<file path="src/hw/rtl/ctqs_pkg.sv">
// shared types and constants for the cancellable ticket queue server
package ctqs_pkg;

    localparam int QUEUE_DEPTH = 64;
    localparam int SLOT_W      = $clog2(QUEUE_DEPTH);
    localparam int TICKET_W    = 16;
    localparam int CFG_IDX_W   = 1;

    localparam logic [CFG_IDX_W-1:0] CFG_SERVICE_PERIOD = 1'd0;
    localparam logic [CFG_IDX_W-1:0] CFG_CLOSE_TIME     = 1'd1;

    localparam logic [TICKET_W-1:0] SERVICE_PERIOD_RST = 16'd10;
    localparam logic [TICKET_W-1:0] CLOSE_TIME_RST     = 16'hFFFF;
    localparam logic [TICKET_W-1:0] MINUTE_MAX         = 16'hFFFF;

    typedef enum logic [1:0] {
        OP_TICK   = 2'd0,
        OP_ENTER  = 2'd1,
        OP_CANCEL = 2'd2,
        OP_NONE   = 2'd3
    } op_t;

    typedef enum logic [1:0] {
        ST_OK    = 2'd0,
        ST_FULL  = 2'd1,
        ST_RANGE = 2'd2
    } status_t;

    typedef enum logic [2:0] {
        S_IDLE,
        S_EXEC,
        S_SKIP_RD,
        S_SKIP_CHK,
        S_RESULT
    } state_t;

    typedef struct packed {
        logic load_item;
        logic exec_op;
        logic advance;
        logic serve;
        logic emit;
    } dp_cmd_t;

    typedef struct packed {
        op_t  op;
        logic serve_due;
        logic queue_empty;
        logic head_valid;
        logic out_free;
    } dp_status_t;

endpackage

</file>
<file path="src/hw/rtl/cancellable_ticket_queue_server_unit.sv">
// Cancellable ticket queue server: one item in, one result out. An enter or
// cancel passes through the exec and result states and back to idle before the
// next transfer. A tick does the same when no service is due; when service is
// due it passes exec, skip read, skip check and result (skip read goes straight
// to result when the queue is empty), with one more skip read and check per
// cancelled ticket the head skips, as the head walks the valid memory one slot
// per read. The output register holds a result until it is taken, but a new
// item is only taken once the previous result has entered that register. No
// clearing pass is needed after reset. Configuration writes take effect at once.
module cancellable_ticket_queue_server_unit (
    input  logic                            clk,
    input  logic                            rst_n,
    input  logic                            cfg_we,
    input  logic [ctqs_pkg::CFG_IDX_W-1:0]  cfg_index,
    input  logic [ctqs_pkg::TICKET_W-1:0]   cfg_wdata,
    input  logic                            in_valid,
    output logic                            in_ready,
    input  logic [1:0]                      op,
    input  logic [ctqs_pkg::TICKET_W-1:0]   cancel_ticket,
    output logic                            out_valid,
    input  logic                            out_ready,
    output logic                            served_valid,
    output logic [ctqs_pkg::TICKET_W-1:0]   served_ticket,
    output logic [ctqs_pkg::TICKET_W-1:0]   issued_ticket,
    output logic [1:0]                      status
);

    ctqs_pkg::dp_cmd_t    cmd;
    ctqs_pkg::dp_status_t stat;

    ctqs_ctrl u_ctrl (
        .clk      (clk),
        .rst_n    (rst_n),
        .in_valid (in_valid),
        .in_ready (in_ready),
        .stat     (stat),
        .cmd      (cmd)
    );

    ctqs_datapath u_datapath (
        .clk           (clk),
        .rst_n         (rst_n),
        .cfg_we        (cfg_we),
        .cfg_index     (cfg_index),
        .cfg_wdata     (cfg_wdata),
        .op            (op),
        .cancel_ticket (cancel_ticket),
        .out_valid     (out_valid),
        .out_ready     (out_ready),
        .served_valid  (served_valid),
        .served_ticket (served_ticket),
        .issued_ticket (issued_ticket),
        .status        (status),
        .cmd           (cmd),
        .stat          (stat)
    );

endmodule

</file>
<file path="src/hw/rtl/ctqs_ctrl.sv">
// controller state machine: sequences one item through exec, head skip and result
module ctqs_ctrl (
    input  logic                clk,
    input  logic                rst_n,
    input  logic                in_valid,
    output logic                in_ready,
    input  ctqs_pkg::dp_status_t stat,
    output ctqs_pkg::dp_cmd_t    cmd
);

    ctqs_pkg::state_t state_reg;
    ctqs_pkg::state_t state_next;

    always_ff @(posedge clk or negedge rst_n)
    begin
        if (!rst_n)
        begin
            state_reg <= ctqs_pkg::S_IDLE;
        end
        else
        begin
            state_reg <= state_next;
        end
    end

    always_comb
    begin
        state_next = state_reg;
        in_ready   = 1'b0;
        cmd        = '0;
        case (state_reg)
            ctqs_pkg::S_IDLE:
            begin
                in_ready = 1'b1;
                if (in_valid)
                begin
                    cmd.load_item = 1'b1;
                    state_next    = ctqs_pkg::S_EXEC;
                end
            end
            ctqs_pkg::S_EXEC:
            begin
                cmd.exec_op = 1'b1;
                if (stat.op == ctqs_pkg::OP_TICK && stat.serve_due)
                begin
                    state_next = ctqs_pkg::S_SKIP_RD;
                end
                else
                begin
                    state_next = ctqs_pkg::S_RESULT;
                end
            end
            ctqs_pkg::S_SKIP_RD:
            begin
                // head slot is read at this edge
                if (stat.queue_empty)
                begin
                    state_next = ctqs_pkg::S_RESULT;
                end
                else
                begin
                    state_next = ctqs_pkg::S_SKIP_CHK;
                end
            end
            ctqs_pkg::S_SKIP_CHK:
            begin
                if (stat.head_valid)
                begin
                    cmd.serve  = 1'b1;
                    state_next = ctqs_pkg::S_RESULT;
                end
                else
                begin
                    cmd.advance = 1'b1;
                    state_next  = ctqs_pkg::S_SKIP_RD;
                end
            end
            ctqs_pkg::S_RESULT:
            begin
                if (stat.out_free)
                begin
                    cmd.emit   = 1'b1;
                    state_next = ctqs_pkg::S_IDLE;
                end
            end
            default:
            begin
                state_next = ctqs_pkg::S_IDLE;
            end
        endcase
    end

endmodule

</file>
<file path="src/hw/rtl/ctqs_datapath.sv">
// datapath: config, counters, head/tail pointers, valid memory and output register
module ctqs_datapath (
    input  logic                            clk,
    input  logic                            rst_n,
    input  logic                            cfg_we,
    input  logic [ctqs_pkg::CFG_IDX_W-1:0]  cfg_index,
    input  logic [ctqs_pkg::TICKET_W-1:0]   cfg_wdata,
    input  logic [1:0]                      op,
    input  logic [ctqs_pkg::TICKET_W-1:0]   cancel_ticket,
    output logic                            out_valid,
    input  logic                            out_ready,
    output logic                            served_valid,
    output logic [ctqs_pkg::TICKET_W-1:0]   served_ticket,
    output logic [ctqs_pkg::TICKET_W-1:0]   issued_ticket,
    output logic [1:0]                      status,
    input  ctqs_pkg::dp_cmd_t               cmd,
    output ctqs_pkg::dp_status_t            stat
);

    localparam int TW = ctqs_pkg::TICKET_W;
    localparam int SW = ctqs_pkg::SLOT_W;
    localparam logic [TW-1:0] DEPTH_T = TW'(ctqs_pkg::QUEUE_DEPTH);
    localparam logic [SW:0]   DEPTH_S = (SW+1)'(ctqs_pkg::QUEUE_DEPTH);

    ctqs_pkg::op_t    item_op_reg;
    logic [TW-1:0]    item_cancel_reg;
    logic [TW-1:0]    period_reg;
    logic [TW-1:0]    close_reg;
    logic [TW-1:0]    minute_reg;
    logic [TW-1:0]    phase_reg;
    logic [TW-1:0]    head_reg;
    logic [TW-1:0]    tail_reg;
    logic [SW-1:0]    head_slot_reg;
    logic             rd_valid_reg;

    logic             res_served_valid_reg;
    logic [TW-1:0]    res_served_ticket_reg;
    logic [TW-1:0]    res_issued_reg;
    ctqs_pkg::status_t res_status_reg;

    logic             out_valid_reg;
    logic             out_served_valid_reg;
    logic [TW-1:0]    out_served_ticket_reg;
    logic [TW-1:0]    out_issued_reg;
    logic [1:0]       out_status_reg;

    // entries outside head..tail are never used and every entry inside was
    // written by its enter, so the memory needs no clearing after reset
    logic             valid_mem [ctqs_pkg::QUEUE_DEPTH];

    logic [TW-1:0]    outstanding;
    logic [TW:0]      phase_inc;
    logic             period_hit;
    logic             minute_sat;
    logic [TW-1:0]    minute_inc;
    logic             serve_due;
    logic [TW-1:0]    cancel_off;
    logic             cancel_in;
    logic             full;
    logic             advance_head;
    logic [SW-1:0]    head_slot_inc;
    logic             wr_en;
    logic [SW-1:0]    wr_addr;
    logic             wr_data;

    // slot of the ticket at a given offset from the head, offset below depth
    function automatic logic [SW-1:0] slot_at(input logic [SW-1:0] base,
                                              input logic [SW-1:0] off);
        logic [SW:0] sum;
        sum = {1'b0, base} + {1'b0, off};
        if (sum >= DEPTH_S)
        begin
            sum = sum - DEPTH_S;
        end
        return sum[SW-1:0];
    endfunction

    assign outstanding = tail_reg - head_reg;
    assign phase_inc   = {1'b0, phase_reg} + {{TW{1'b0}}, 1'b1};
    assign period_hit  = phase_inc >= {1'b0, period_reg};
    assign minute_sat  = minute_reg == ctqs_pkg::MINUTE_MAX;
    assign minute_inc  = minute_reg + {{(TW-1){1'b0}}, 1'b1};
    assign serve_due   = !minute_sat && period_hit && (minute_inc <= close_reg);
    assign cancel_off  = item_cancel_reg - head_reg;
    assign cancel_in   = cancel_off < outstanding;
    assign full        = outstanding >= DEPTH_T;
    assign advance_head = cmd.advance || cmd.serve;
    assign head_slot_inc = ({1'b0, head_slot_reg} + {{SW{1'b0}}, 1'b1} == DEPTH_S)
                         ? '0 : head_slot_reg + {{(SW-1){1'b0}}, 1'b1};

    always_comb
    begin
        wr_en   = 1'b0;
        wr_addr = head_slot_reg;
        wr_data = 1'b0;
        if (cmd.exec_op)
        begin
            if (item_op_reg == ctqs_pkg::OP_ENTER && !full)
            begin
                wr_en   = 1'b1;
                wr_addr = slot_at(head_slot_reg, outstanding[SW-1:0]);
                wr_data = 1'b1;
            end
            else if (item_op_reg == ctqs_pkg::OP_CANCEL && cancel_in)
            begin
                wr_en   = 1'b1;
                wr_addr = slot_at(head_slot_reg, cancel_off[SW-1:0]);
            end
        end
        else if (cmd.serve)
        begin
            wr_en = 1'b1;
        end
    end

    always_ff @(posedge clk)
    begin
        if (wr_en)
        begin
            valid_mem[wr_addr] <= wr_data;
        end
        rd_valid_reg <= valid_mem[head_slot_reg];
    end

    always_ff @(posedge clk or negedge rst_n)
    begin
        if (!rst_n)
        begin
            period_reg    <= ctqs_pkg::SERVICE_PERIOD_RST;
            close_reg     <= ctqs_pkg::CLOSE_TIME_RST;
            minute_reg    <= '0;
            phase_reg     <= '0;
            head_reg      <= '0;
            tail_reg      <= '0;
            head_slot_reg <= '0;
            out_valid_reg <= 1'b0;
        end
        else
        begin
            if (cfg_we)
            begin
                case (cfg_index)
                    ctqs_pkg::CFG_SERVICE_PERIOD: period_reg <= cfg_wdata;
                    ctqs_pkg::CFG_CLOSE_TIME:     close_reg  <= cfg_wdata;
                    default:                      ;
                endcase
            end
            if (cmd.exec_op)
            begin
                if (item_op_reg == ctqs_pkg::OP_TICK && !minute_sat)
                begin
                    minute_reg <= minute_inc;
                    phase_reg  <= period_hit ? '0 : phase_inc[TW-1:0];
                end
                if (item_op_reg == ctqs_pkg::OP_ENTER && !full)
                begin
                    tail_reg <= tail_reg + {{(TW-1){1'b0}}, 1'b1};
                end
            end
            if (advance_head)
            begin
                head_reg      <= head_reg + {{(TW-1){1'b0}}, 1'b1};
                head_slot_reg <= head_slot_inc;
            end
            if (cmd.emit)
            begin
                out_valid_reg <= 1'b1;
            end
            else if (out_ready)
            begin
                out_valid_reg <= 1'b0;
            end
        end
    end

    always_ff @(posedge clk)
    begin
        if (cmd.load_item)
        begin
            item_op_reg     <= ctqs_pkg::op_t'(op);
            item_cancel_reg <= cancel_ticket;
        end
        if (cmd.exec_op)
        begin
            res_served_valid_reg  <= 1'b0;
            res_served_ticket_reg <= '0;
            res_issued_reg        <= '0;
            res_status_reg        <= ctqs_pkg::ST_OK;
            case (item_op_reg)
                ctqs_pkg::OP_ENTER:
                begin
                    if (full)
                    begin
                        res_status_reg <= ctqs_pkg::ST_FULL;
                    end
                    else
                    begin
                        res_issued_reg <= tail_reg;
                    end
                end
                ctqs_pkg::OP_CANCEL:
                begin
                    if (!cancel_in)
                    begin
                        res_status_reg <= ctqs_pkg::ST_RANGE;
                    end
                end
                default: ;
            endcase
        end
        if (cmd.serve)
        begin
            res_served_valid_reg  <= 1'b1;
            res_served_ticket_reg <= head_reg;
        end
        if (cmd.emit)
        begin
            out_served_valid_reg  <= res_served_valid_reg;
            out_served_ticket_reg <= res_served_ticket_reg;
            out_issued_reg        <= res_issued_reg;
            out_status_reg        <= res_status_reg;
        end
    end

    assign stat.op          = item_op_reg;
    assign stat.serve_due   = serve_due;
    assign stat.queue_empty = outstanding == '0;
    assign stat.head_valid  = rd_valid_reg;
    assign stat.out_free    = !out_valid_reg || out_ready;

    assign out_valid     = out_valid_reg;
    assign served_valid  = out_served_valid_reg;
    assign served_ticket = out_served_ticket_reg;
    assign issued_ticket = out_issued_reg;
    assign status        = out_status_reg;

endmodule

</file>
<file path="config.mk">
export PLATFORM = sky130hd
export DESIGN_NAME = cancellable_ticket_queue_server_unit
export DESIGN_NICKNAME = d
export VERILOG_FILES = /design/src/hw/rtl/ctqs_pkg.sv /design/src/hw/rtl/cancellable_ticket_queue_server_unit.sv /design/src/hw/rtl/ctqs_ctrl.sv /design/src/hw/rtl/ctqs_datapath.sv
export SDC_FILE = /design/constraint.sdc
export NUM_CORES = 1
export LEC_CHECK = 0
export BUFFER_PORTS_ARGS = -buffer_cell sky130_fd_sc_hd__buf_4
export CAP_MARGIN = 20
export CELL_PAD_IN_SITES_DETAIL_PLACEMENT = 2
export CELL_PAD_IN_SITES_GLOBAL_PLACEMENT = 2
export CORE_UTILIZATION = 43
export CTS_BUF_LIST = sky130_fd_sc_hd__clkbuf_4
export DETAILED_ROUTE_END_ITERATION = 10
export PLACE_DENSITY = 0.78
export SLEW_MARGIN = 20
export SYNTH_ARGS = -nofsm -noshare
export SYNTH_HDL_FRONTEND = slang
export SYNTH_SLANG_ARGS = --single-unit
</file>
<file path="constraint.sdc">
create_clock -name clk -period 6.4 [get_ports clk]
set_clock_uncertainty 0.1 [all_clocks]
set_input_delay 0.32 -clock clk [delete_from_list [all_inputs] [get_ports clk]]
set_output_delay 0.32 -clock clk [all_outputs]
set_load 0.02 [all_outputs]
</file>
==> out/results.tsv, run 1 <==
stage	metric	value	unit
outcome	status	finished clean	
sta	Final Cycle Share	95.6	%
min_path	HP Class	primary input to register	
final_layout	most frequent cells in the layout	edfxtp_1, clkbuf_4, buf_4	
synth	top_reg_cell synth	edfxtp_1	
sta	count of final hold-check violations	0	
final_layout	max reg flops	64	
final_layout	Largest Register	u_datapath.valid_mem	
power	Sw Share	40.7	%
sta	Achievable Freq	164	MHz
cts	clock buffer depth	3	
sta	Setup WS post-layout	0.285	ns
sta	Slew HR	28.8	%
cts	TritonCTS Buffers	76	
cts	Root Driver	clkbuf_4	
final_layout	area occupied by multi-input gates	6690	um2
die	DIE HEIGHT	184	um
setup_path	startpoint class of the critical path	register	
cts	CTS tree	yes	
placement	detailed placer's ending HPWL	30500	um
route	drt initial violations	632	
die	die area	33800	um2
die	initial core utilization	43.7	%
synth	Yosys cell types	74	
route	total number of vias	11100	
die	die width	184	um
setup_path	crit path DAT	6.42	ns
synth	Synth Net Count	1404	
setup_path	Crit Path Max Fanout	32	
final_layout	Synth-to-Final Area Change	20.6	%
synth	#FFs+latches synth	259	
route	routed len/inst	24.5	um
setup_path	crit path from	u_datapath.head_reg[0]	
placement	IO buf count	76	
route	antenna-violating nets left	0	
setup_path	critical path class	register to register	
synth	sequential element share of the synthesized area	51.0	%
global_route	Total GRT Usage	29.1	%
setup_path	Crit path required time	6.71	ns
placement	RePlAce Congestion	0.808	
synth	area share of the largest cell type after synthesis	31.9	%
synth	top cells by area, synth	edfxtp_1, dfrtp_1, ha_1, xnor2_1, dfstp_2	
sta	minimum clock period	6.12	ns
cts	clock transition at the registers of the reported paths	0.06	ns
die	# IOs	77	
setup_path	startpoint of the worst register-to-register path	u_datapath.head_reg[0]	
min_path	beginning of the worst hold path	cfg_we	
sta	worst slew pin tran	1.07	ns
synth	cell count after synthesis	1265	
final_layout	commonest non-fill, non-tap cell in the layout	edfxtp_1	
synth	Post-synth EDFFs	151	
route	via-per-instance ratio	5.67	
cts	clk sinks	259	
die	row count	66	
setup_path	Critical Path End Type	register	
power	Peak VDD IR	0.223	mV
final_layout	Fillers	3298	
global_route	Congestion Overflow GR	0	
synth	Syn. warnings	0	
sta	Setup-failing EPs final	0	
final_layout	register area	7250	um2
global_route	largest net degree at the start of global routing	65	
final_layout	final net count	1598	
route	DRT Wirelength	48200	um
global_route	first-pass GRT wire length	73700	um
global_route	vias in the first global route	12500	
power	sequential power share	33.9	%
synth	Synth Cell Area	14200	um2
synth	largest area contributor in the netlist	edfxtp_1	
final_layout	layout cell share with drive strength beyond 1	22.2	%
power	Pleak	0.00722	uW
global_route	initial antenna violation count	2	
placement	Placed Cells	1760	
cts	CTS H-tree depth	3	
final_layout	Post-Layout Cell Count	1964	
placement	Place WS	-0.0521	ns
power	P per Cell Area	388	nW/um2
route	DR DRC count	0	
synth	FFs w/ async S/R, synth	40.9	%
power	sw power	2710	uW
route	DR pass1 iterations	5	
job	max-cap violation count	0	
power	Comb power frac	41.4	%
power	Pint	3950	uW
cts	Clk Latency, worst-skew pair	0.79	ns
die	Core Area	32500	um2
synth	syn avg cell area	11.2	um2
power	clock power share	24.8	%
sta	Max Slew Vio Count	0	
## per-stage QoR
stage,total power (uW),TNS [ns],area [um2],hold WS [ns],util (%)
5_1_grt,7050,-0.00268,17200,0.0137,52.7
3_3_place_gp,4700,0,15400,0.301,47.2
4_1_cts,6540,0,16900,0.0709,51.9
2_1_floorplan,3980,0,14200,-0.0756,-
6_report,6660,0,17200,0.00558,52.7
3_5_place_dp,4850,-0.0793,15400,0.307,47.2
## Yosys cell counts, types with 11 or more instances
cell and instances:
edfxtp_1 151, a21oi_1 46, a21o_1 16, nor4_1 61
mux2_2 18, mux4_2 21, xor2_1 43, nand2b_1 16
xnor2_1 64, nand4_1 14, nor2_1 85, dfrtp_1 88
and3_1 23, and2_1 19, nor3_1 17, buf_2 18
ha_1 95, nand2_1 103, dfstp_2 18, o21ai_0 63
inv_1 82, nor2b_1 18, clkbuf_1 26, nand3_1 34
o211ai_1 11
## path summary, 6_finish.rpt
kind / to / slack [ns] / depth (start not counted)
max: u_datapath.valid_mem[52] / 0.28 / 21
min: u_datapath.period_reg[8] / 0.006 / 3
max reg2reg: u_datapath.valid_mem[52] / 0.28 / 21
min reg2reg: u_datapath.issued_ticket[12] / 0.32 / 0
max in group asynchronous: u_datapath.minute_reg[6] / 4.91 / 3
min in group asynchronous: u_datapath.tail_reg[9] / 0.15 / 2
## logic make-up after synthesis
| logic type | after synthesis | share of synthesized area, % |
|---|---|---|
| flip-flops | 259 | 51.0 |
| multiplexers | 42 | 5.00 |
| buffers and inverters | 129 | 3.59 |
| adder cells (fa/ha/maj) | 99 | 8.92 |
| AND/OR/NAND/NOR | 423 | 15.4 |
| AO/OA/AOI/OAI | 206 | 9.60 |
| XOR/XNOR | 107 | 6.59 |
## per-layer routing
metal  part of all wire (%)  routed length [um]  global-route usage, %  vias up
met4                    2.8                1330                   10.7        0
li1                       -                   -                      -     5043
met2                     50               24200                   49.9      278
met3                    4.0                1940                   5.03       96
met5                      0                   0                      0        -
met1                     43               20700                   36.7     5718
## worst max-delay path, cell delays in order, from the launching register on
cell and delay, ns:
dfrtp_1 0.51, ha_1 0.27, fa_1 0.23, nand2b_1 0.16, a21oi_1 0.11, or3_1 0.35
a2111oi_2 0.54, nor3_1 0.12, buf_4 0.18, or2_2 0.31, ha_1 0.32, and3_1 0.20
a221oi_2 0.30, o211ai_1 0.14, a21oi_1 0.19, o211ai_1 0.24, buf_4 0.21, buf_4 0.13
a21oi_1 0.34, o2bb2ai_2 0.11, buf_4 0.27, nor4_1 0.41
## power groups by stage
stage	Combinational (uW)	Sequential (uW)	Clock, uW
global placement	2460	2240	0
detailed placement	2580	2270	0
finish	2750	2250	1650
global route	3000	2280	1770
floorplan	1730	2250	0
CTS	2640	2240	1650
## layout make-up
class / count / share of cell area [%]
timing repair buffer: 162 / 8.11
clock inverter: 25 / 0.583
clock buffer: 115 / 5.03
tap: 442 / 3.22
antenna: 1 / 0.0146
multi-input combinational: 878 / 39.0
sequential: 259 / 42.3
inverter: 82 / 1.79
## what timing repair did
action	4_1_cts	5_1_grt
resized for setup	3	24
cloned	0	1
setup endpoints to repair	7	64
pin swaps	1	6
hold buffers	52	0
buffers inserted	2	7
endpoints found under the hold margin	111	0
Note: power is estimated with default switching activity, not from simulation.
==> inputs of run 2 (changes only) <==
GPL_TIMING_DRIVEN = 0   (was default)
PLACE_DENSITY = 0.85   (was 0.78)
==> out/results.tsv, run 2 (synthesis results as in run 1) <==
stage	metric	value	unit	change
final_layout	Largest Register	u_datapath.valid_mem		
route	antenna-violating nets left	0		unchanged
die	die width	184	um	unchanged
setup_path	r2r setup slk	0.05	ns	-0.23 ns
route	routed len/inst	29.8	um	+21%
setup_path	startpoint class of the critical path	register		
final_layout	commonest non-fill, non-tap cell in the layout	edfxtp_1		
setup_path	worst r2r dst	u_datapath.valid_mem[58]		
final_layout	Final Util	52.9	%	+0.19 points
sta	Max Slew Vio Count	0		unchanged
placement	detailed placer's ending HPWL	33000	um	+8.4%
route	via-per-instance ratio	6.16		+8.6%
final_layout	max reg flops	64		unchanged
sta	worst slew pin tran	1.14	ns	+0.0739 ns
sta	Slew HR	23.7	%	-5.1 points
global_route	first-pass GRT wire length	87700	um	+19%
outcome	status	finished clean		
final_layout	most frequent cells in the layout	edfxtp_1, clkbuf_4, nand2_1		
setup_path	Critical Path End Type	register		
die	# IOs	77		unchanged
power	Pleak	0.00720	uW	-0.24%
global_route	initial antenna violation count	2		unchanged
sta	count of final hold-check violations	0		unchanged
cts	Clk Latency, worst-skew pair	0.82	ns	+0.03 ns
sta	Final Cycle Share	99.2	%	+3.6 points
min_path	hold endpoint	u_datapath.period_reg[3]		
power	Tot Pwr	7020	uW	+5.4%
route	DR pass1 iterations	5		unchanged
sta	hold slack	0.151	ns	+0.145 ns
die	initial core utilization	43.7	%	unchanged
route	total number of vias	12100		+9.0%
cts	clk sinks	259		unchanged
placement	IO buf count	76		unchanged
sta	Achievable Freq	158	MHz	-3.6%
final_layout	Fillers	3258		-1.2%
global_route	Congestion Overflow GR	0		unchanged
die	row count	66		unchanged
min_path	beginning of the worst hold path	cfg_index		
min_path	Hold Path Depth	5		+2
setup_path	Worst Reg-to-Reg Cells	21		unchanged
power	Peak VDD IR	0.162	mV	-27%
cts	CTS H-tree depth	3		unchanged
die	DIE HEIGHT	184	um	unchanged
cts	Root Driver	clkbuf_4		
sta	Setup Total Neg Slack	0	ns	unchanged
die	die area	33800	um2	unchanged
job	max-cap violation count	0		unchanged
final_layout	register area	7250	um2	about the same
route	DR DRC count	0		unchanged
route	DRT Wirelength	58700	um	+22%
final_layout	layout cell share with drive strength beyond 1	24.0	%	+1.8 points
setup_path	critical path class	register to register		
min_path	HP Class	primary input to register		
cts	clock buffer depth	3		unchanged
setup_path	Crit path required time	6.76	ns	+0.05 ns
cts	clock transition at the registers of the reported paths	0.08	ns	+0.02 ns
final_layout	final net count	1606		+0.50%
die	Core Area	32500	um2	unchanged
setup_path	crit path DAT	6.70	ns	+0.28 ns
setup_path	startpoint of the worst register-to-register path	u_datapath.tail_reg[0]		
sta	RSZ-0062 raised after global routing	true		
setup_path	Crit Path Max Fanout	10		-69%
route	drt initial violations	846		+34%
sta	minimum clock period	6.35	ns	+0.231 ns
cts	CTS tree	yes		
placement	RePlAce Congestion	0.832		+3.0%
power	P per Cell Area	407	nW/um2	+5.0%
global_route	Total GRT Usage	35.1	%	+6.0 points
final_layout	area occupied by multi-input gates	6800	um2	+1.7%
global_route	vias in the first global route	13700		+9.9%
cts	TritonCTS Buffers	73		-3.9%
global_route	largest net degree at the start of global routing	79		+22%
sta	Setup-failing EPs final	0		unchanged
final_layout	Synth-to-Final Area Change	21.0	%	
run 2: power by group:
group	internal (uW)	switching, uW	total [uW]
registers	2070	195	2260
clock network	863	842	1700
logic	1080	1970	3050
total	4010	3010	7020
run 2: area by class of cell:
cell class                      instances  area share (%)
Buffer                                 47            1.22
Sequential cell                       259            42.1
Clock buffer                          116            5.06
Inverter                               82            1.81
Tap cell                              442            3.21
Multi-Input combinational cell        877            39.5
Timing Repair Buffer                  127            6.46
Antenna cell                            4          0.0581
Clock inverter                         17           0.559
run 2: metal layers:
metal  up-vias  global-route usage [%]  routed length, um
met1      6256                    40.9              22800
met3       234                    7.55               3470
li1       5074                       -                  -
met2       577                    60.5              29400
met5         -                       0                  0
met4         0                    18.4               3020
run 2: timing repair:
action / 4_1_cts / 5_1_grt
cloned: 0 / 0
hold endpoints to repair: 141 / 0
hold buffers: 40 / 0
buffers inserted: 5 / 3
pin swaps: 4 / 1
gates resized for setup: 20 / 48
endpoints found under the setup margin: 64 / 64
run 2: worst max-delay path by stage:
stage	from	to	slack [ns]
floorplan	u_datapath.head_reg[1]	u_datapath.valid_mem[14]	1.07
global placement	u_datapath.head_reg[1]	u_datapath.valid_mem[7]	-0.38
detailed placement	u_datapath.head_reg[1]	u_datapath.valid_mem[47]	-0.92
CTS	u_datapath.head_reg[1]	u_datapath.valid_mem[47]	0.04
global route	u_datapath.head_reg[4]	u_datapath.valid_mem[10]	-0.10
finish	u_datapath.tail_reg[0]	u_datapath.valid_mem[58]	0.05
run 2: worst max-delay path, cell delays in order, from the launching register on:
cell and delay (ns):
dfrtp_1 0.45, inv_1 0.11, ha_1 0.26, fa_1 0.43, nand2b_1 0.23, a21oi_1 0.31
or3_1 0.24, a2111oi_4 0.10, o21a_1 0.29, or2_2 0.35, ha_1 0.34, and3_1 0.20
a221oi_2 0.32, o211ai_1 0.14, a21oi_1 0.18, o211ai_1 0.23, buf_4 0.27, nor3_1 0.22
o21ai_0 0.26, a311oi_2 0.42, nand2_2 0.26, nor4_1 0.28
run 2: per-stage QoR:
| stage | instance area (um2) | instances | worst slack [ns] |
|---|---|---|---|
| after floorplan | 14200 | 1265 | 1.07 |
| after global placement | 15300 | 1783 | -0.384 |
| after detailed placement | 15400 | 1786 | -0.919 |
| after CTS | 16900 | 1964 | 0.0392 |
| after global routing | 17200 | 1968 | -0.104 |
| final | 17200 | 1971 | 0.0539 |
